===== config.mk =====
export PLATFORM = sky130hd
export DESIGN_NAME = swva_queue
export DESIGN_NICKNAME = d
export VERILOG_FILES = /design/src/swva_pkg.sv /design/src/swva_queue.sv
export SDC_FILE = /design/constraint.sdc
export NUM_CORES = 1
export LEC_CHECK = 0
export ABC_CLOCK_PERIOD_IN_PS = 4200
export BUFFER_PORTS_ARGS = -buffer_cell sky130_fd_sc_hd__buf_2
export CAP_MARGIN = 40
export CORE_UTILIZATION = 30
export CTS_BUF_LIST = sky130_fd_sc_hd__clkbuf_8
export CTS_CLUSTER_DIAMETER = 30
export DETAILED_ROUTE_END_ITERATION = 12
export SLEW_MARGIN = 20
export SYNTH_ARGS = -nofsm -noshare
export SYNTH_HDL_FRONTEND = slang
export SYNTH_SLANG_ARGS = --single-unit

===== constraint.sdc =====
create_clock -name i_clk -period 4.2 [get_ports i_clk]
set_input_delay 0.63 -clock i_clk [delete_from_list [all_inputs] [get_ports i_clk]]
set_output_delay 0.63 -clock i_clk [all_outputs]
set_load 0.02 [all_outputs]

===== src/swva_pkg.sv =====
// Shared types and constants for the sliding window vector average unit.
package swva_pkg;

    localparam int LANES        = 8;
    localparam int RING_DEPTH   = 128;
    localparam int FIELD_LANES  = 8;
    localparam int SAMPLE_W     = 16;
    localparam int WIN_W        = 8;
    localparam int FILL_W       = 8;
    localparam int SLOT_W       = (RING_DEPTH > 1) ? $clog2(RING_DEPTH) : 1;
    localparam int LEN_W        = $clog2(RING_DEPTH + 1);
    localparam int CMP_W        = (LEN_W > WIN_W) ? LEN_W : WIN_W;
    localparam int TOT_W        = SAMPLE_W + SLOT_W;
    localparam int STEP_W       = $clog2(TOT_W);
    localparam int QUEUE_DEPTH  = 2;
    localparam int QPTR_W       = (QUEUE_DEPTH > 1) ? $clog2(QUEUE_DEPTH) : 1;
    localparam int QCNT_W       = $clog2(QUEUE_DEPTH + 1);
    localparam logic [WIN_W-1:0] WINDOW_RESET = WIN_W'(100);

    typedef logic signed [SAMPLE_W-1:0] t_sample;

    typedef struct packed {
        t_sample sample_7;
        t_sample sample_6;
        t_sample sample_5;
        t_sample sample_4;
        t_sample sample_3;
        t_sample sample_2;
        t_sample sample_1;
        t_sample sample_0;
    } t_in_beat;

    typedef struct packed {
        logic [FILL_W-1:0] fill_count;
        t_sample           mean_7;
        t_sample           mean_6;
        t_sample           mean_5;
        t_sample           mean_4;
        t_sample           mean_3;
        t_sample           mean_2;
        t_sample           mean_1;
        t_sample           mean_0;
    } t_out_beat;

    typedef struct packed {
        t_sample [LANES-1:0] samples;
        logic [SLOT_W-1:0]   slot;
        logic                full;
        logic [LEN_W-1:0]    count;
    } t_job;

endpackage


===== src/swva_queue.sv =====
// Short job queue between the front end and the back end.
module swva_queue
    import swva_pkg::*;
(
    input  logic i_clk,
    input  logic i_rst_n,
    input  logic i_push,
    input  t_job i_data,
    output logic o_full,
    input  logic i_pop,
    output t_job o_data,
    output logic o_empty
);

    t_job              r_mem [QUEUE_DEPTH];
    logic [QPTR_W-1:0] r_wr_ptr;
    logic [QPTR_W-1:0] r_rd_ptr;
    logic [QCNT_W-1:0] r_cnt;
    logic [QPTR_W-1:0] n_wr_ptr;
    logic [QPTR_W-1:0] n_rd_ptr;
    logic              w_wr;
    logic              w_rd;

    assign o_full  = (r_cnt == QCNT_W'(QUEUE_DEPTH));
    assign o_empty = (r_cnt == '0);
    assign o_data  = r_mem[r_rd_ptr];
    assign w_wr    = i_push && !o_full;
    assign w_rd    = i_pop && !o_empty;

    assign n_wr_ptr = (r_wr_ptr == QPTR_W'(QUEUE_DEPTH - 1)) ? '0 : r_wr_ptr + QPTR_W'(1);
    assign n_rd_ptr = (r_rd_ptr == QPTR_W'(QUEUE_DEPTH - 1)) ? '0 : r_rd_ptr + QPTR_W'(1);

    always_ff @(posedge i_clk) begin
        if (w_wr) begin
            r_mem[r_wr_ptr] <= i_data;
        end
    end

    always_ff @(posedge i_clk) begin
        if (!i_rst_n) begin
            r_wr_ptr <= '0;
            r_rd_ptr <= '0;
            r_cnt    <= '0;
        end else begin
            if (w_wr) begin
                r_wr_ptr <= n_wr_ptr;
            end
            if (w_rd) begin
                r_rd_ptr <= n_rd_ptr;
            end
            unique case ({w_wr, w_rd})
                2'b10:   r_cnt <= r_cnt + QCNT_W'(1);
                2'b01:   r_cnt <= r_cnt - QCNT_W'(1);
                default: r_cnt <= r_cnt;
            endcase
        end
    end

endmodule


# After elaboration in Yosys (flattened, before gate mapping)

Memories as Yosys holds them, arrays and structs flattened. A register that Yosys moved wholly into a read port is not among the register bits.
Cells that the tools add are included.

Eq/ne operators: 3
Muxes and demuxes: 7
$add $sub $neg: 4
Reduce and logical (&&, ||, !) cells: 6

Operators with widths:

| kind                                                                | number |
|---|---|
| 1-bit 2-to-1 mux                                                    | 6 |
| 2-bit == test (second input constant)                               | 2 |
| 2-bit one-hot mux with 2 select lines                               | 1 |
| 1-bit adder (second input constant)                                 | 2 |
| 2-bit by 1-bit adder with 2-bit output (second input constant)      | 1 |
| 2-bit by 1-bit == test with 1-bit output (second input constant)    | 1 |
| 1-bit logical AND                                                   | 2 |
| 1-bit zero test                                                     | 2 |
| 2-bit zero test                                                     | 1 |
| 2-bit nonzero test                                                  | 1 |
| 2-bit by 1-bit subtractor with 2-bit output (second input constant) | 1 |

Memory bits (writable): 288
Memories: 1
Output and inout bits: 146
Bits in registers: 4
Word-level logic and storage cells: 24
Bits of input ports: 148

Memories:

| memory | depth | bits a word | read ports | clocked after memory_dff | write ports | line             | source |
|---|---|---|---|---|---|---|---|
| r_mem  | 2     | 144         | 1          | 1                        | 1           | swva_queue.sv:15 | `t_job r_mem [QUEUE_DEPTH];` |

# Longest topological paths before layout

Depth in word-level cells: 5
Mapped depth: 6

# Worst setup path before layout

Ideal clock, no wire load.

Path type: in2reg
Start: input i_push
End: memory r_mem[1][0] (netlist bit) (enable)
Buffers on the path: 0
Cell stages on the path: 1
Slack: -0.309 ns
Data arrival time: 3.987 ns
Data required time: 3.679 ns
Cell sequence: and3_1

Longest elaborated chain between the ends: 3

RTL lines:

| what                                   | line             | source |
|---|---|---|
| start: declaration                     | swva_queue.sv:7  | `input logic i_push,` |
| 1-bit logical AND                      | swva_queue.sv:27 | `assign w_wr = i_push && !o_full;` |
| 1-bit 2-to-1 mux                       | swva_queue.sv:34 | `if (w_wr) begin` |
| 1-bit 2-to-1 mux (not written as such) | swva_queue.sv:35 | `r_mem[r_wr_ptr] <= i_data;` |
| end: declaration                       | swva_queue.sv:15 |  |

No other way between the ends.

==> flow_summary.json <==
{
  "outcome": "finished clean",
  "finalSetupViolCount": 0,
  "synth.distinct_cells": 20,
  "die-height_um": 190,
  "worst-path-stages": 3,
  "nNetsFinal": 976,
  "power-per-cell-area_nw_per_um2": 679,
  "layout_common_cells": "293 x buf_2, 288 x edfxtp_1, 144 x mux2_2, 67 x clkbuf_8, 13 x clkinv_2",
  "setup_tns_ns": 0,
  "hold_viol_final": 0,
  "crit_slowest_cell": "dfxtp_4",
  "drt_first_iter_violations": 191,
  "yosys.area.top_type": "edfxtp_1",
  "hold_buffers": 0,
  "drc": 0,
  "grt_pass1_wl_um": 32600,
  "slew_viol_final": 0,
  "gp_congestion": 0.709,
  "finalCritPeriodShare": 0.720,
  "layout_commonest_cell": "buf_2",
  "yosysSeqAreaShare": 0.823,
  "ctsRootBufferMaster": "clkbuf_8",
  "synth-async-reset-ratio": 0,
  "critPathKind": "register to output pin",
  "setup_ws_ns": 1.18,
  "fp.dieW_um": 190,
  "rows": 68,
  "ant_nets": 0,
  "numCtsBuffers": 67,
  "path_buf_inv": 2,
  "io_pins": 294,
  "initial_core_util": 0.306,
  "area_growth_pct": 32.4,
  "critPathRequiredTime_ns": 3.57,
  "synth_edf_count": 288,
  "grt.total_usage": 0.121,
  "cp-start-kind": "register",
  "die-area_um2": 36200,
  "grt_setup_unrepaired": "no",
  "postCtsSetupBuffers": 0,
  "synth.net_count": 623,
  "ys_seq_elements": 293,
  "layout_min_cycle_time_ns": 3.02,
  "worstMarginPinSlew_ns": 0.788,
  "netlist_area_um2": 10600,
  "grt_max_degree": 82,
  "min_path_cells": 1,
  "path_max_fanout": 51,
  "fin_skew_ns": 0.0147,
  "cts_resized": 0,
  "antenna_found_initial": 2,
  "portBuffers": 293,
  "p_leak_nw": 5.24,
  "crit_path_max_incr_delay_ns": 0.86,
  "grt_pass1_vias": 6134,
  "critPathArrivalTime_ns": 2.39,
  "detailed_place_hpwl_um": 14100,
  "synth_area_leaders": "edfxtp_1 81%, mux2_2 15%, dfxtp_1 0.94%",
  "cts_tree": "built",
  "cts_max_path_buffers": 3,
  "cts-htree-levels": 3,
  "drive_above_1_share": 0.630,
  "cap_violations": 0,
  "totalPowerFinal_mw": 9.55,
  "syn_area_per_cell_um2": 22.4,
  "grt_overflow": 0,
  "worstSkewPairLatency_ns": 0.59,
  "core_area_um2": 34700,
  "holdCritPathClass": "input port to register",
  "dr.pass1.iters": 4,
  "crit_path_end_kind": "output pin",
  "synth_flop_cell": "edfxtp_1",
  "fmax_mhz": 331,
  "worstRegToRegCells": 3,
  "cp_top_family": "flip-flops",
  "pre_cts_ws_ns": 1.70,
  "clk_pin_slew_worst_paths_ns": 0.05,
  "cp_cell_sequence": "buf_4, mux2_2, buf_2",
  "syn_inst": 474,
  "synth_warnings": 0,
  "vias": 5667,
  "synth_top_area_frac": 0.814,
  "drt_wl_total_um": 22200,
  "fill_cells": 3242,
  "wl_per_cell_um": 16.7,
  "cts_sinks": 293,
  "slew_headroom": 0.475,
  "via_per_inst": 4.26,
  "peakVddDrop_v": 0.000372
}
==> metrics by stage <==
stage	area, um^2	hold WS [ns]	std cells	util
2_1_floorplan	10600	0.457	474	-
3_5_place_dp	12700	0.496	1213	0.365
3_3_place_gp	12700	0.477	1213	0.365
4_1_cts	14100	0.154	1330	0.405
6_report	14100	0.224	1331	0.405
5_1_grt	14100	0.172	1330	0.405
==> cells by family (layout without fill, tap and decap cells) <==
| group | count (synthesis) | in the layout | share of synthesized area |
|---|---|---|---|
| flip-flops | 293 | 293 | 0.823 |
| multiplexers | 144 | 144 | 0.153 |
| buffers and inverters | 19 | 420 | 0.0124 |
| AND/OR/NAND/NOR | 9 | 9 | 0.00506 |
| AO/OA/AOI/OAI | 5 | 5 | 0.00306 |
| XOR/XNOR | 3 | 3 | 0.00247 |
| adder cells (fa/ha/maj) | 1 | 1 | 0.00118 |
| other | 0 | 1 | 0 |
==> final cells by class <==
type / instances / area (um^2) / share of cell area
antenna: 1 / 2.50 / 0.000178
timing repair buffer: 300 / 1580 / 0.112
clock buffer: 67 / 922 / 0.0656
sequential: 293 / 8750 / 0.622
inverter: 3 / 15.0 / 0.00107
multi-input combinational: 162 / 1750 / 0.125
clock inverter: 50 / 470 / 0.0334
tap: 455 / 569 / 0.0405
==> routing by layer <==
layer,vias to the layer above,GRT usage,share of wire,wire length (um)
li1,2613,-,-,-
met1,2758,0.128,0.38,8500
met5,-,0,0.0012,26
met2,236,0.197,0.49,10800
met3,56,0.0579,0.10,2280
met4,4,0.0665,0.028,628
==> power by group <==
group	internal, mW	switching, mW	leakage, nW
registers	3.69	0.171	2.74
logic	0.970	1.42	1.79
clock network	2.00	1.29	0.718
total	6.67	2.89	5.24
==> path summary, 6_finish.rpt <==
check	end	slack, ns	from
worst min-delay path	r_mem[0][136]	0.22	i_data[136]
worst min register to register	r_wr_ptr	0.50	r_wr_ptr
worst max-delay path	o_data[119]	1.18	register
worst max register to register	r_mem[1][32]	2.13	r_cnt[0]
==> registers in the layout, summed over array words and instances (netlist names), named ones only <==
name	cells
r_wr_ptr	1
r_mem	288
r_rd_ptr	1
r_cnt	2
==> Yosys cell counts (2+ instances only) <==
cell / n
a21boi_1: 2
dfxtp_1: 5
or3_1: 2
nor2b_1: 2
o21ai_0: 2
buf_6: 6
inv_1: 2
mux2_2: 144
edfxtp_1: 288
buf_2: 9
xnor2_1: 3
(Power assumes the default switching activity.)
