$ cat config.mk
export PLATFORM = sky130hd
export DESIGN_NAME = swva_front
export DESIGN_NICKNAME = d
export VERILOG_FILES = /design/src/swva_pkg.sv /design/src/swva_front.sv
export SDC_FILE = /design/constraint.sdc
export NUM_CORES = 1
export LEC_CHECK = 0
export BUFFER_PORTS_ARGS = -buffer_cell sky130_fd_sc_hd__buf_2
export CAP_MARGIN = 5
export CORE_AREA = 2 2 111 113
export CTS_CLUSTER_SIZE = 14
export DETAILED_ROUTE_END_ITERATION = 12
export DIE_AREA = 0 0 113 115
export GPL_TIMING_DRIVEN = 0
export PLACE_DENSITY = 0.66
export SETUP_SLACK_MARGIN = 0.4
export SLEW_MARGIN = 10
export SYNTH_ARGS = -nofsm -noshare
export SYNTH_HDL_FRONTEND = slang
export SYNTH_SLANG_ARGS = --single-unit
$ cat constraint.sdc
create_clock -name i_clk -period 4.48 [get_ports i_clk]
set_clock_uncertainty 0.2 [all_clocks]
set_input_delay 0.224 -clock i_clk [delete_from_list [all_inputs] [get_ports i_clk]]
set_output_delay 0.224 -clock i_clk [all_outputs]
set_load 0.02 [all_outputs]
$ cat src/swva_pkg.sv
// Shared types and constants for the sliding window vector average unit.
package swva_pkg;

    localparam int LANES        = 8;
    localparam int RING_DEPTH   = 128;
    localparam int FIELD_LANES  = 8;
    localparam int SAMPLE_W     = 16;
    localparam int WIN_W        = 8;
    localparam int FILL_W       = 8;
    localparam int SLOT_W       = (RING_DEPTH > 1) ? $clog2(RING_DEPTH) : 1;
    localparam int LEN_W        = $clog2(RING_DEPTH + 1);
    localparam int CMP_W        = (LEN_W > WIN_W) ? LEN_W : WIN_W;
    localparam int TOT_W        = SAMPLE_W + SLOT_W;
    localparam int STEP_W       = $clog2(TOT_W);
    localparam int QUEUE_DEPTH  = 2;
    localparam int QPTR_W       = (QUEUE_DEPTH > 1) ? $clog2(QUEUE_DEPTH) : 1;
    localparam int QCNT_W       = $clog2(QUEUE_DEPTH + 1);
    localparam logic [WIN_W-1:0] WINDOW_RESET = WIN_W'(100);

    typedef logic signed [SAMPLE_W-1:0] t_sample;

    typedef struct packed {
        t_sample sample_7;
        t_sample sample_6;
        t_sample sample_5;
        t_sample sample_4;
        t_sample sample_3;
        t_sample sample_2;
        t_sample sample_1;
        t_sample sample_0;
    } t_in_beat;

    typedef struct packed {
        logic [FILL_W-1:0] fill_count;
        t_sample           mean_7;
        t_sample           mean_6;
        t_sample           mean_5;
        t_sample           mean_4;
        t_sample           mean_3;
        t_sample           mean_2;
        t_sample           mean_1;
        t_sample           mean_0;
    } t_out_beat;

    typedef struct packed {
        t_sample [LANES-1:0] samples;
        logic [SLOT_W-1:0]   slot;
        logic                full;
        logic [LEN_W-1:0]    count;
    } t_job;

endpackage

$ cat src/swva_front.sv
// Front end: window bookkeeping, slot and fill count assignment per input beat.
module swva_front
    import swva_pkg::*;
(
    input  logic              i_clk,
    input  logic              i_rst_n,
    input  logic              i_cfg_we,
    input  logic [WIN_W-1:0]  i_cfg_data,
    input  t_in_beat          i_data,
    input  logic              i_push,
    input  logic              i_q_full,
    output t_job              o_job,
    output logic              o_job_push
);

    logic [WIN_W-1:0]                    r_window;
    logic [SLOT_W-1:0]                   r_slot;
    logic [LEN_W-1:0]                    r_held;
    logic [SLOT_W-1:0]                   n_slot;
    logic [LEN_W-1:0]                    n_held;
    logic [LEN_W-1:0]                    w_len;
    logic [SLOT_W-1:0]                   w_cur_slot;
    logic [LEN_W:0]                      w_next_ext;
    logic                                w_full;
    logic [FIELD_LANES-1:0][SAMPLE_W-1:0] w_in_vec;

    assign w_in_vec = i_data;

    always_comb begin
        priority if (r_window == '0) begin
            w_len = LEN_W'(1);
        end else if (CMP_W'(r_window) > CMP_W'(RING_DEPTH)) begin
            w_len = LEN_W'(RING_DEPTH);
        end else begin
            w_len = LEN_W'(r_window);
        end
    end

    always_comb begin
        w_cur_slot = ((LEN_W + 1)'(r_slot) >= (LEN_W + 1)'(w_len)) ? '0 : r_slot;
        w_full     = (r_held >= w_len);
        w_next_ext = (LEN_W + 1)'(w_cur_slot) + (LEN_W + 1)'(1);
        n_slot     = (w_next_ext >= (LEN_W + 1)'(w_len)) ? '0 : SLOT_W'(w_next_ext);
        n_held     = w_full ? r_held : r_held + LEN_W'(1);
    end

    always_comb begin
        for (int j = 0; j < LANES; j++) begin
            o_job.samples[j] = t_sample'(w_in_vec[j]);
        end
        o_job.slot  = w_cur_slot;
        o_job.full  = w_full;
        o_job.count = n_held;
    end

    assign o_job_push = i_push && !i_q_full;

    always_ff @(posedge i_clk) begin
        if (!i_rst_n) begin
            r_window <= WINDOW_RESET;
            r_slot   <= '0;
            r_held   <= '0;
        end else if (i_cfg_we) begin
            r_window <= i_cfg_data;
            r_slot   <= '0;
            r_held   <= '0;
        end else if (o_job_push) begin
            r_slot   <= n_slot;
            r_held   <= n_held;
        end
    end

endmodule

# --- Yosys cells after proc, flatten, opt, wreduce, memory -nomap -nowiden ---
# Cells that the tools add are included.
op_classes:
  addsub: 2
  n_lt_le_gt_ge: 4
  n_mux: 5
  bitwise_logic: 1
  reduce_logical: 4
op_table:
  columns: ["operator", "count"]
  rows:
  - ["two-way mux 8 bit", 3]
  - [">= comparator 8 bit", 2]
  - ["two-way mux 7 bit", 2]
  - ["adder 7 x 1 -> 8 bit (second input constant)", 1]
  - ["adder 8 x 1 -> 8 bit (second input constant)", 1]
  - [">= comparator 7 x 8 -> 1 bit", 1]
  - ["greater-than comparator 8 bit (second input constant)", 1]
  - ["zero test 8 bit", 1]
  - ["OR reduction 2 bit", 1]
  - ["logical AND 1 bit", 1]
  - ["zero test 1 bit", 1]
  - ["NOT 1 bit", 1]
word_totals:
  ff_bits: 23
  input_bits: 141
  output_inout_bits: 145
  word_cells: 19

# --- Logic depth before layout (Yosys ltp) ---
depth:
  word_depth: 8
  mapped_depth: 17

# --- Worst setup path before layout ---
# OpenSTA, ideal clock, no wires.
synth_timing:
  path_kind: "register -> register"
  start: "reg r_window[7]"
  end: "reg r_slot[5]"
  setup_time_ns: 0.060
  t_arrival_ns: 3.719
  slack_ns: 0.501
  stages_incl_launch_ff: 18
  n_path_buf: 2
  path_cell_list: "dfxtp_1 -> inv_1 -> clkbuf_1 -> nand2_1 -> ha_1 -> a21o_1 -> a31oi_1 -> o21ai_0 -> and2_1 -> clkbuf_1 -> nor2_1 -> ha_1 -> nand2b_1 -> a31oi_1 -> o211ai_1 -> a221oi_2 -> and3_1 -> a221o_1"
synth_rtl:
  columns: ["element", "line", "text"]
  rows:
  - ["start, declared", "swva_front.sv:16", "logic [WIN_W-1:0] r_window;"]
  - ["start signal, assigned", "swva_front.sv:64", "r_window <= i_cfg_data;"]
  - ["end signal, assigned", "swva_front.sv:68", "r_slot <= n_slot;"]
  - ["end, declared", "swva_front.sv:17", "logic [SLOT_W-1:0] r_slot;"]

# --- Final worst setup path ---
layout_timing:
  start: "reg r_window[7]"
  end: "reg r_slot[5]"
layout_between:
  elab_chain_cells: 8
  elab_cells_between_ends: 9
  cone_classes: "add/sub: 1; order compare: 3; mux: 4; reduce/logical: 1"
layout_lines:
  columns: ["element", "line", "text"]
  rows:
  - ["greater-than comparator 8 bit", "swva_front.sv:32", "end else if (CMP_W'(r_window) > CMP_W'(RING_DEPTH)) begin"]
  - ["two-way mux 8 bit", "swva_front.sv:32", null]
  - ["two-way mux 8 bit *", "swva_front.sv:30", "priority if (r_window == '0) begin"]
  - [">= comparator 7 x 8 -> 1 bit", "swva_front.sv:40", "w_cur_slot = ((LEN_W + 1)'(r_slot) >= (LEN_W + 1)'(w_len)) ? '0 : r_slot;"]
  - ["two-way mux 7 bit", "swva_front.sv:40", null]
  - ["adder 7 x 1 -> 8 bit", "swva_front.sv:42", "w_next_ext = (LEN_W + 1)'(w_cur_slot) + (LEN_W + 1)'(1);"]
  - [">= comparator 8 bit", "swva_front.sv:43", "n_slot = (w_next_ext >= (LEN_W + 1)'(w_len)) ? '0 : SLOT_W'(w_next_ext);"]
  - ["two-way mux 7 bit *", "swva_front.sv:43", null]
# Every way passes the cells marked *; elsewhere a longest branch is shown, timed or not.
# A chain may end at the register's enable or synchronous reset.

==> results.cfg <==
[run_status]
run_status = finished with violations
failed_checks = DRC

[routing]
post_drt_wl_per_cell_um = 10.7
route.vias.total = 2711
drt_pre_antenna_iters = 10
routed_wl_mm = 7.16
number_of_drc_violations_after_detailed_routing_iteration_0 = 98
remaining_number_of_nets_flagged_by_the_antenna_check_after_routing = 0
post_drt_via_cell_ratio = 4.07
detail_route.drc_violations = 19

[timing]
final_min_period_over_clock_period = 0.858
max_freq_mhz = 260
fin_worst_hold_slack_ps = 24.5
max_slew.worst_pin.slew_ps = 594
fin_crit_ps = 3840
final_hold_viol_count = 0
post-route-worst-setup-slack_ps = 638
timing.final.max_slew_violations = 0
fin_setup_tns_ps = 0
slew_headroom = 0.604
setup_violating_endpoint_count_in_the_final_report = 0
grt_setup_unrepaired = false

[critical_path]
worst_ep_arrival_ps = 3850
endpoint_kind = flip-flop
worstPathRequired_ps = 4490
worst_setup_path_start_kind = flip-flop
critPathMaxFanout = 10
timing.setup.critical_path_class = reg2reg

[yosys]
synth_top_family_by_area = buffers and inverters
synthDistinctLibCells = 32
synthTopCellsByArea = buf_4 35%, dfxtp_1 17%, ha_1 11%, mux2i_1 4.0%, nand2_1 3.4%
synth_area_sq_um = 2760
synth.area.mux_share = 0.0440
yosys.area_share.xor_xnor = 0.0349
synth.yosys.warnings = 0
synth-adder-area-share = 0.109
synth_top_cell_by_area = buf_4
simple_logic_cell_fraction_of_the_synthesized_area = 0.169
syn_nets = 517
postSynthCellCount = 352
synth.ff_latch_count = 23
synth.yosys.seq_area_share = 0.167
synth_compound_gate_area_share = 0.0966
synth_flop_cell = dfxtp_1
post_synthesis_average_cell_area_sq_um = 7.83
synth-edff-count = 0
yosys.area.top_type_share = 0.351
synth_async_sr_flop_share = 0

[finish]
antenna_cells_inserted = 0
final_common_cell = buf_2
area_growth_pct = 42.2
drive_above_1_share = 0.588
final_nets = 685
design_area_sq_um = 3920
most-common-layout-cells = 155 x buf_2, 134 x buf_4, 24 x nand2_1, 24 x ha_1, 22 x dfxtp_1
final_cell_count_no_fill = 666

[job]
max-cap-violations = 0

[global_route]
largest_net_degree_at_the_start_of_global_routing = 13
globalRouteTotalUtil = 0.0925
gr-total-overflow = 0
via_count_of_the_first_global_routing_pass = 2151
grt_first_pass_wirelength_mm = 10.0
initial_antenna_violation_count = 0

[floorplan]
row_count = 40
ios = 286
die_footprint_sq_um = 13000
floorplan.die.width_um = 113
core_sq_um = 11800
chipHeight_um = 115
starting_density = 0.233

[cts]
ctsLongestPathBuffers = 2
htree_levels = 1
cts_buffers = 3
clock_tree_from_tritoncts = done
worstSkewPairLatency_ps = 260
clk_root_buffer_cell = clkbuf_16
path_clk_slew_ps = 60
numClockSinks = 23

[placed_design]
gp_congestion = 0.771
pre_cts_setup_slack_ps = -259
placed_cell_area_sq_um = 3720
place_hpwl_mm = 5.99
buffers_added_on_ports = 155
dp.cells = 654

[power_and_ir_drop]
power-per-cell-area_nw_per_um2 = 182
static-leakage-power_nw = 2.24
highest_ir_drop_seen_on_vdd_uv = 146

[worst_hold_path]
hp-class = in2reg
what timing repair did:
action	CTS	global route
pin swaps	2	6
setup buffers	1	4
hold buffers	3	0
resized for setup	8	7
endpoints found under the setup margin	6	7
endpoints found under the hold margin	3	0
registers in the layout (all words and copies together), names as in the netlist:
| name | flops |
|---|---|
| r_window | 8 |
| r_held | 8 |
| r_slot | 7 |
metal layers:
metal | GRT usage | share of wire | vias up
li1 | - | - | 1386
met2 | 0.178 | 0.52 | 136
met1 | 0.107 | 0.37 | 1184
met4 | 0.0220 | 0.0074 | 0
met5 | 0 | 0 | -
met3 | 0.0158 | 0.098 | 5
power breakdown:
group / leakage [nW] / internal [mW] / switching (mW)
sequential: 0.188 / 0.210 / 0.00611
clock: 0.0382 / 0.122 / 0.0783
combinational: 2.01 / 0.144 / 0.153
final timing paths:
check           startpoint          end  slack, ps  cells after the start
min reg2reg      r_slot[6]    r_slot[6]        300                      2
max            r_window[7]    r_slot[5]        640                     19
min          i_cfg_data[0]  r_window[0]         20                      3
max reg2reg    r_window[7]    r_slot[5]        640                     19
worst max-delay path, cell delays in order, from the launching register on:
cell      delay, ps
dfxtp_2         350
inv_1           120
buf_4           190
nand2_1         140
ha_1            360
a21oi_1         150
and3_1          170
o21ai_2          70
and2_1          190
clkbuf_4        200
nor2_2          140
ha_1            240
nand2b_1        140
a31oi_1         190
o211ai_1        100
buf_4           160
a221oi_4        250
buf_12          160
and3_1          150
a221o_1          90
stage by stage:
step,power (mW),util
2_1_floorplan,0.434,-
3_3_place_gp,0.506,0.315
3_5_place_dp,0.508,0.315
4_1_cts,0.714,0.328
5_1_grt,0.745,0.332
6_report,0.713,0.332
area by class of cell:
type | instances | area, sq um
Sequential cell | 23 | 462
Buffer | 139 | 1020
Timing Repair Buffer | 163 | 856
Fill cell | 1270 | 7890
Inverter | 9 | 33.8
Multi-Input combinational cell | 181 | 1280
Clock buffer | 4 | 78.8
Tap cell | 147 | 184
cell families (layout without fill, tap and decap cells):
kind of cell | Yosys count | count (layout)
adders and majority gates | 24 | 24
DFF | 23 | 23
AOI/OAI and AO/OA | 40 | 40
and+or+nand+nor | 94 | 94
muxes | 12 | 12
xor gates and xnor gates | 11 | 11
buffers and inverters | 148 | 315
synthesized netlist by cell type, types with 5 or more instances:
cell type    n
buf_4      129
nand2_1     25
ha_1        24
dfxtp_1     23
nor2_1      22
a21oi_1     12
nor2b_1     12
mux2i_1     11
nand3_1     10
clkbuf_1     9
inv_1        9
o21ai_0      8
xor2_1       8
a21o_1       6
or4_1        6
nand2b_1     5
o31ai_1      5
Power figures use the tool's default switching activity.
